$ cat src/design/addressable_led_strip_driver_macros.svh
// Assertion macros for the addressable LED strip driver.
// No dependencies; included by the top level only.
`ifndef ADDRESSABLE_LED_STRIP_DRIVER_MACROS_SVH
`define ADDRESSABLE_LED_STRIP_DRIVER_MACROS_SVH
`ifndef SYNTH
// Same-cycle implication, disabled during reset.
`define LSD_ASSERT_NOW(lbl, clk, rst_n, ante, cons, msg) \
	lbl: assert property (@(posedge clk) disable iff (!rst_n) (ante) |-> (cons)) \
		else $error(msg);
// Next-cycle implication, disabled during reset.
`define LSD_ASSERT_NXT(lbl, clk, rst_n, ante, cons, msg) \
	lbl: assert property (@(posedge clk) disable iff (!rst_n) (ante) |=> (cons)) \
		else $error(msg);
`else
`define LSD_ASSERT_NOW(lbl, clk, rst_n, ante, cons, msg)
`define LSD_ASSERT_NXT(lbl, clk, rst_n, ante, cons, msg)
`endif
`endif

$ cat src/design/lsd_pkg.sv
// Shared types and constants of the addressable LED strip driver.
// No dependencies; lsd_frame_ctl and the top level import it.
package lsd_pkg;

	localparam int MAX_LEDS       = 256;
	localparam int LED_AW         = $clog2(MAX_LEDS);
	localparam int LED_CW         = 9;
	localparam int BITS_PER_PIXEL = 24;
	localparam int BIT_W          = 5;
	localparam int SLOT_W         = 13;
	localparam int TICK_W         = 8;
	localparam int PIXEL_W        = 24;
	localparam int CFG_AW         = 3;
	localparam int CFG_DW         = 9;

	typedef enum logic [1:0] {
		ACT_TICK  = 2'd0,
		ACT_SET   = 2'd1,
		ACT_CLEAR = 2'd2,
		ACT_SHOW  = 2'd3
	} action_t;

	localparam logic [1:0] STATUS_OK    = 2'd0;
	localparam logic [1:0] STATUS_BUSY  = 2'd1;
	localparam logic [1:0] STATUS_RANGE = 2'd2;

	localparam logic [CFG_AW-1:0] REG_NUM_LEDS    = 3'd0;
	localparam logic [CFG_AW-1:0] REG_PERIOD      = 3'd1;
	localparam logic [CFG_AW-1:0] REG_ZERO_HIGH   = 3'd2;
	localparam logic [CFG_AW-1:0] REG_ONE_HIGH    = 3'd3;
	localparam logic [CFG_AW-1:0] REG_RESET_SLOTS = 3'd4;

	localparam logic [LED_CW-1:0] RST_NUM_LEDS    = 9'd1;
	localparam logic [7:0]        RST_PERIOD      = 8'd40;
	localparam logic [7:0]        RST_ZERO_HIGH   = 8'd13;
	localparam logic [7:0]        RST_ONE_HIGH    = 8'd26;
	localparam logic [7:0]        RST_RESET_SLOTS = 8'd48;

	localparam logic [BIT_W-1:0]  LAST_BIT = 5'd23;

	// waveform position; led and bit_idx always equal slot / 24 and slot % 24
	typedef struct packed {
		logic              sending;
		logic [SLOT_W-1:0] slot;
		logic [LED_CW-1:0] led;
		logic [BIT_W-1:0]  bit_idx;
		logic [TICK_W-1:0] tick;
	} pos_t;

endpackage

$ cat src/design/lsd_frame_ctl.sv
// Frame timing of the LED strip driver: tick, slot, LED and bit counters.
// Depends on lsd_pkg.
module lsd_frame_ctl (
	input  logic                      clk,
	input  logic                      arst_n,
	input  logic                      step,
	input  lsd_pkg::action_t          act,
	input  logic [7:0]                period,
	input  logic [7:0]                reset_slots,
	input  logic [lsd_pkg::LED_CW-1:0] leds_used,
	output lsd_pkg::pos_t             pos_q,
	output lsd_pkg::pos_t             pos_nxt
);
	import lsd_pkg::*;

	logic [7:0]        period_eff;
	logic [SLOT_W-1:0] frame_slots;
	logic [TICK_W:0]   tick_inc;
	logic              wrap;
	pos_t              adv;

	assign period_eff  = (period == 8'd0) ? 8'd1 : period;
	assign frame_slots = SLOT_W'({leds_used, 4'b0}) + SLOT_W'({leds_used, 3'b0})
		+ SLOT_W'(reset_slots);
	assign tick_inc    = {1'b0, pos_q.tick} + 9'd1;
	assign wrap        = tick_inc >= {1'b0, period_eff};

	always_comb begin
		adv = pos_q;
		adv.tick = tick_inc[TICK_W-1:0];
		if (wrap) begin
			adv.tick = '0;
			adv.slot = pos_q.slot + 1'b1;
			if (pos_q.bit_idx == LAST_BIT) begin
				adv.bit_idx = '0;
				adv.led     = pos_q.led + 1'b1;
			end else begin
				adv.bit_idx = pos_q.bit_idx + 1'b1;
			end
		end
		// end of frame, also when the frame was shortened under us
		if (adv.slot >= frame_slots) begin
			adv = '0;
		end
	end

	always_comb begin
		pos_nxt = pos_q;
		case (act)
			ACT_TICK: begin
				if (pos_q.sending) begin
					pos_nxt = adv;
				end
			end
			ACT_SHOW: begin
				if (!pos_q.sending) begin
					pos_nxt = '0;
					pos_nxt.sending = frame_slots != '0;
				end
			end
			default: begin
			end
		endcase
	end

	always_ff @(posedge clk or negedge arst_n) begin
		if (!arst_n) begin
			pos_q <= '0;
		end else if (step) begin
			pos_q <= pos_nxt;
		end
	end
endmodule

$ cat config.mk
export PLATFORM = sky130hd
export DESIGN_NAME = lsd_frame_ctl
export DESIGN_NICKNAME = d
export VERILOG_FILES = /design/src/design/addressable_led_strip_driver_macros.svh /design/src/design/lsd_pkg.sv /design/src/design/lsd_frame_ctl.sv
export SDC_FILE = /design/constraint.sdc
export NUM_CORES = 1
export LEC_CHECK = 0
export BUFFER_PORTS_ARGS = -buffer_cell sky130_fd_sc_hd__clkbuf_2
export CORE_ASPECT_RATIO = 0.75
export CORE_UTILIZATION = 49
export CTS_CLUSTER_SIZE = 8
export DETAILED_ROUTE_END_ITERATION = 10
export PLACE_DENSITY = 0.78
export SLEW_MARGIN = 10
export SYNTH_ARGS = -nofsm -noshare
export SYNTH_HDL_FRONTEND = slang
export SYNTH_SLANG_ARGS = --single-unit
$ cat constraint.sdc
create_clock -name clk -period 8.2 [get_ports clk]
set_input_delay 2.46 -clock clk [delete_from_list [all_inputs] [get_ports clk]]
set_output_delay 2.46 -clock clk [all_outputs]
set_load 0.02 [all_outputs]
# ---- Word level (Yosys, flattened, before mapping)
# Index checks and enable logic that the tools add are counted.
# W data, S select, Z words.
dict set report word_totals {
  output_inout_bits 72
  in_bits 30
  reg_bits 36
  wordCells 26
}
dict set report op_classes {
  order_cmp 2
  n_reduce_logical 3
  n_eq_ne 2
  n_mux 8
  add_sub_neg 6
}
# operator n
set ops {}
lappend ops {{$mux W36} 3}
lappend ops {{$pmux W36 S2} 1}
lappend ops {{$mux W35} 1}
lappend ops {{$add A13 B1 Y13 const B} 1}
lappend ops {{$add A13 B12 Y13} 1}
lappend ops {{$add A13 B8 Y13} 1}
lappend ops {{$ge A13 B13 Y1} 1}
lappend ops {{$reduce_bool A13 Y1} 1}
lappend ops {{$add A8 B1 Y9 const B} 1}
lappend ops {{$add A9 B1 Y9 const B} 1}
lappend ops {{$ge A9 B8 Y1} 1}
lappend ops {{$mux W9} 1}
lappend ops {{$logic_not A8 Y1} 1}
lappend ops {{$mux W8} 1}
lappend ops {{$add A5 B1 Y5 const B} 1}
lappend ops {{$eq A5 B5 Y1 const B} 1}
lappend ops {{$mux W5} 1}
lappend ops {{$eq A2 B2 Y1 const B} 1}
lappend ops {{$logic_not A2 Y1} 1}

# ---- Depth between registers and ports, before layout
dict set report logic_depth {
  depth_word 8
  depth_mapped 22
  ltp_nobuf 18
}

# ---- Worst setup path before layout
# No wires, ideal clock.
dict set report synth_path {
  path_kind {in2out}
  from {in period[4]}
  to {out pos_nxt[10] in the netlist's numbering}
  t_required_ns 5.740
  path_buffers 4
  path_slack_ns -0.524
  path_stages 19
  t_arrival_ns 6.264
  path_cell_list {nor4_1 -> a41o_1 -> ha_1 -> nand2b_1 -> a2111oi_2 -> o211a_1 -> buf_6 -> buf_6 -> nor2_1 -> xor2_1 -> ha_1 -> a211oi_1 -> o2111a_1 -> o21ai_1 -> a21oi_2 -> buf_4 -> buf_4 -> nand2_1 -> a31oi_1}
}
# item line_no
set synth_lines {}
lappend synth_lines {{start, declared} lsd_frame_ctl.sv:8} ;# input logic [7:0] period,
lappend synth_lines {{end, declared} lsd_frame_ctl.sv:12} ;# output lsd_pkg::pos_t pos_nxt

==> impl_metrics.yaml <==
power_and_ir_drop:
  power.leakage_nw: 2.83
  p_per_area_mw_per_mm2: 116
  peakVddDrop_mv: 0.0863
clocking:
  clkSinkCount: 36
  cts-root-buf: "clkbuf_8"
  clk_pin_slew_ns: 0.08
  worstSkewPairLatency_ns: 0.30
  holdBufCountCts: 0
  cts_max_level: 2
  cts_tree: "built"
  numCtsBuffers: 5
  clockBufferDepth: 2
finish:
  ff_latch_area_um2: 901
  top_regs: "pos_q x36"
  drive_above_1_share_pct: 41.6
  final_core_utilization_pct: 78.9
  max_flop_register: "pos_q"
  areaGrowthSynthToFinish_pct: 52.3
  multiInputGateArea_mm2: 0.00319
  diodes: 0
  nets: 698
  largest_register_ffs: 36
  n_fill_cell: 464
sta:
  setup_ws_ns: -0.653
  fin_skew_ns: 0.00277
  setup_viol: 36
  rsz0062_at_grt: "true"
  finalHoldWorstSlack_ns: 0.618
  max_slew_margin_pct: 31.7
  post-route-period-util_pct: 108
  worst_pin_slew_ns: 1.02
  finalHoldViolations: 0
  setup_tns_ns: -19.61
  fmax_ghz: 0.113
  final.min_clock_period_ns: 8.85
  slew_viol_final: 0
synthesis:
  yosys_warnings: 0
  netlist_instances: 469
  syn_avg_cell_area_um2: 8.29
  synth_nets: 544
  synth_cell_types: 60
  synthFlopType: "dfrtp_1"
  synth_area_mm2: 0.00389
  ys_ff_latch: 36
  synth_edf_count: 0
  ys_async_sr_fraction_pct: 100
  seq_area_frac_synth_pct: 23.2
critical_path:
  required_ns: 5.74
  worstSetupPathType: "primary input to primary output"
  r2r_slack_ns: 2.51
  worst_setup_path_start_kind: "primary input"
  cpPeakStageDelay_ns: 0.34
  end_kind: "primary output"
  cp_cell_sequence: "buf_8 > nor4_4 > a41o_1 > ha_1 > nand2b_4 > a2111oi_4 > o211a_1 > buf_12 > nor2_4 > xor2_2 > ha_1 > o21a_1 > o2111ai_2 > o211ai_4 > a21oi_4 > buf_6 > buf_8 > buf_6 > a221o_1 > clkbuf_8"
  crit_fanout: 6
  crit_arrival_ns: 6.39
  critical-path-slowest-cell: "a2111oi_4"
  cp_top_family: "compound AO/OA/AOI/OAI gates"
  cp_num_buf_inv: 6
route:
  drc_errors: 0
  wl_per_cell_um: 20.6
  antenna_left: 0
  via_per_inst: 6.47
  vias: 4686
  drt_first_pass_iters: 6
  first_iter_violations: 491
  drt-total-wl_mm: 14.9
min_path:
  holdCritPathClass: "register to register"
floorplan:
  fp.dieH_um: 79.1
  die_width_um: 105
  rows: 27
  die_area_mm2: 0.00830
  initial_core_util_pct: 51.8
  core-area_mm2: 0.00750
  num_io_pins: 102
global_route:
  grt_max_degree: 37
  grt_pass1_wl_mm: 20.8
  grt-ovfl-total: 0
  first_global_vias: 4196
  antenna_found_initial: 0
  grt_util_all_layers_pct: 31.7
place:
  port_buffers: 101
  globalplace.congestion: 0.927
  dp_hpwl_mm: 9.49
outcome:
  violations: "negative setup slack"
  status: "finished with violations"
job:
  max-cap-violations: 0
-- per-stage QoR --
step	area [µm²]	std cells	worst slack, ns	total power (W)
after floorplan	4150	469	-0.128	0.000381
after global placement	5040	693	-0.512	0.000467
after detailed placement	5040	693	-0.621	0.000480
after CTS	5490	709	-0.477	0.000642
after global routing	5920	724	-0.753	0.000719
final	5920	724	-0.653	0.000689
-- synth_stat cells (all sizes together), types with 5 or more instances --
| library cell | number | share of area, % |
|---|---|---|
| o211ai | 7 | 1.6 |
| a31oi | 24 | 4.2 |
| and3 | 10 | 1.6 |
| inv | 30 | 2.9 |
| a21o | 5 | 0.97 |
| nand3 | 24 | 3.1 |
| buf | 16 | 2.6 |
| ha | 40 | 13 |
| a221o | 7 | 1.8 |
| xnor2 | 12 | 2.7 |
| clkbuf | 13 | 1.3 |
| a22o | 16 | 3.6 |
| a211oi | 5 | 1.1 |
| nand4 | 11 | 1.8 |
| xor2 | 12 | 2.7 |
| mux2i | 7 | 1.8 |
| nand2 | 43 | 4.2 |
| nor2 | 21 | 2.2 |
| a21oi | 28 | 3.8 |
| fa | 5 | 2.6 |
| dfrtp | 36 | 23 |
| nor3 | 13 | 2.1 |
| o21ai | 30 | 3.9 |
-- repair_timing --
| item | in CTS | in global routing |
|---|---|---|
| gates cloned | 1 | 3 |
| buffers inserted | 8 | 13 |
| resized for setup | 72 | 80 |
| pin swaps | 5 | 12 |
| setup endpoints to repair | 36 | 36 |
-- worst paths after layout --
check                      startpoint           to  cells after the start
min reg2reg                 pos_q[17]    pos_q[17]                      1
min in group asynchronous      arst_n    pos_q[28]                      1
max reg2reg                  pos_q[0]    pos_q[22]                     20
min                         pos_q[17]    pos_q[17]                      1
max                         period[4]  pos_nxt[16]                     20
max in group asynchronous      arst_n    pos_q[21]                      1
-- where the power goes --
part           total (W)  leakage [nW]  internal [W]  switching [W]
clock           0.000145        0.0503     0.0000750      0.0000701
combinational   0.000342          2.28      0.000153       0.000189
sequential      0.000202         0.498      0.000184      0.0000176
total           0.000689          2.83      0.000413       0.000277
-- metal layers --
layer  GRT usage (%)  vias to the layer above  routed length (µm)
li1                -                     2068                   -
met1            43.5                     2214                5930
met2            52.9                      337                6990
met3            4.11                       67                1410
met4            8.03                        0                 588
met5               0                        -                   0
-- layout make-up --
cell class	instances	area share [%]
Sequential cell	36	15.2
Inverter	30	1.90
Timing Repair Buffer	176	25.2
Tap cell	101	2.13
Clock buffer	7	1.63
Multi-Input combinational cell	374	53.9
-- placed cells by master, fill, tap and decap left out, drive strengths merged, types with 3 or more instances in the layout --
| cell type | Yosys | routed |
|---|---|---|
| a211oi | 5 | 5 |
| a21o | 5 | 5 |
| a21oi | 28 | 28 |
| a221o | 7 | 7 |
| a22o | 16 | 16 |
| a22oi | 3 | 3 |
| a31oi | 24 | 24 |
| and2 | 4 | 4 |
| and3 | 10 | 10 |
| and4 | 4 | 4 |
| buf | 16 | 93 |
| clkbuf | 13 | 90 |
| dfrtp | 36 | 36 |
| fa | 5 | 5 |
| ha | 40 | 40 |
| inv | 30 | 30 |
| mux2i | 7 | 7 |
| nand2 | 43 | 43 |
| nand2b | 3 | 3 |
| nand3 | 24 | 24 |
| nand4 | 11 | 11 |
| nor2 | 21 | 21 |
| nor2b | 4 | 4 |
| nor3 | 13 | 13 |
| nor4 | 4 | 4 |
| o2111ai | 4 | 4 |
| o211ai | 7 | 7 |
| o21a | 4 | 4 |
| o21ai | 30 | 30 |
| xnor2 | 12 | 12 |
| xor2 | 12 | 12 |
-- worst register-to-register path: cells and delay by family, from the launching register on --
kind / cells / cell delay (ns)
buffers and inverters: 3 / 0.45
DFF: 1 / 0.53
xor gates and xnor gates: 2 / 0.32
and+or+nand+nor: 4 / 1.22
adders and majority gates: 3 / 0.92
AOI/OAI and AO/OA: 8 / 2.19
-- cell families (layout without fill, tap and decap cells) --
group / Yosys count / count (layout) / share of synthesized area, %
adders and majority gates: 45 / 45 / 15.4
DFF: 36 / 36 / 23.2
muxes: 8 / 8 / 2.09
and+or+nand+nor: 151 / 151 / 20.5
AOI/OAI and AO/OA: 146 / 146 / 26.6
buffers and inverters: 59 / 213 / 6.73
xor gates and xnor gates: 24 / 24 / 5.41
(Power assumes the default switching activity.)
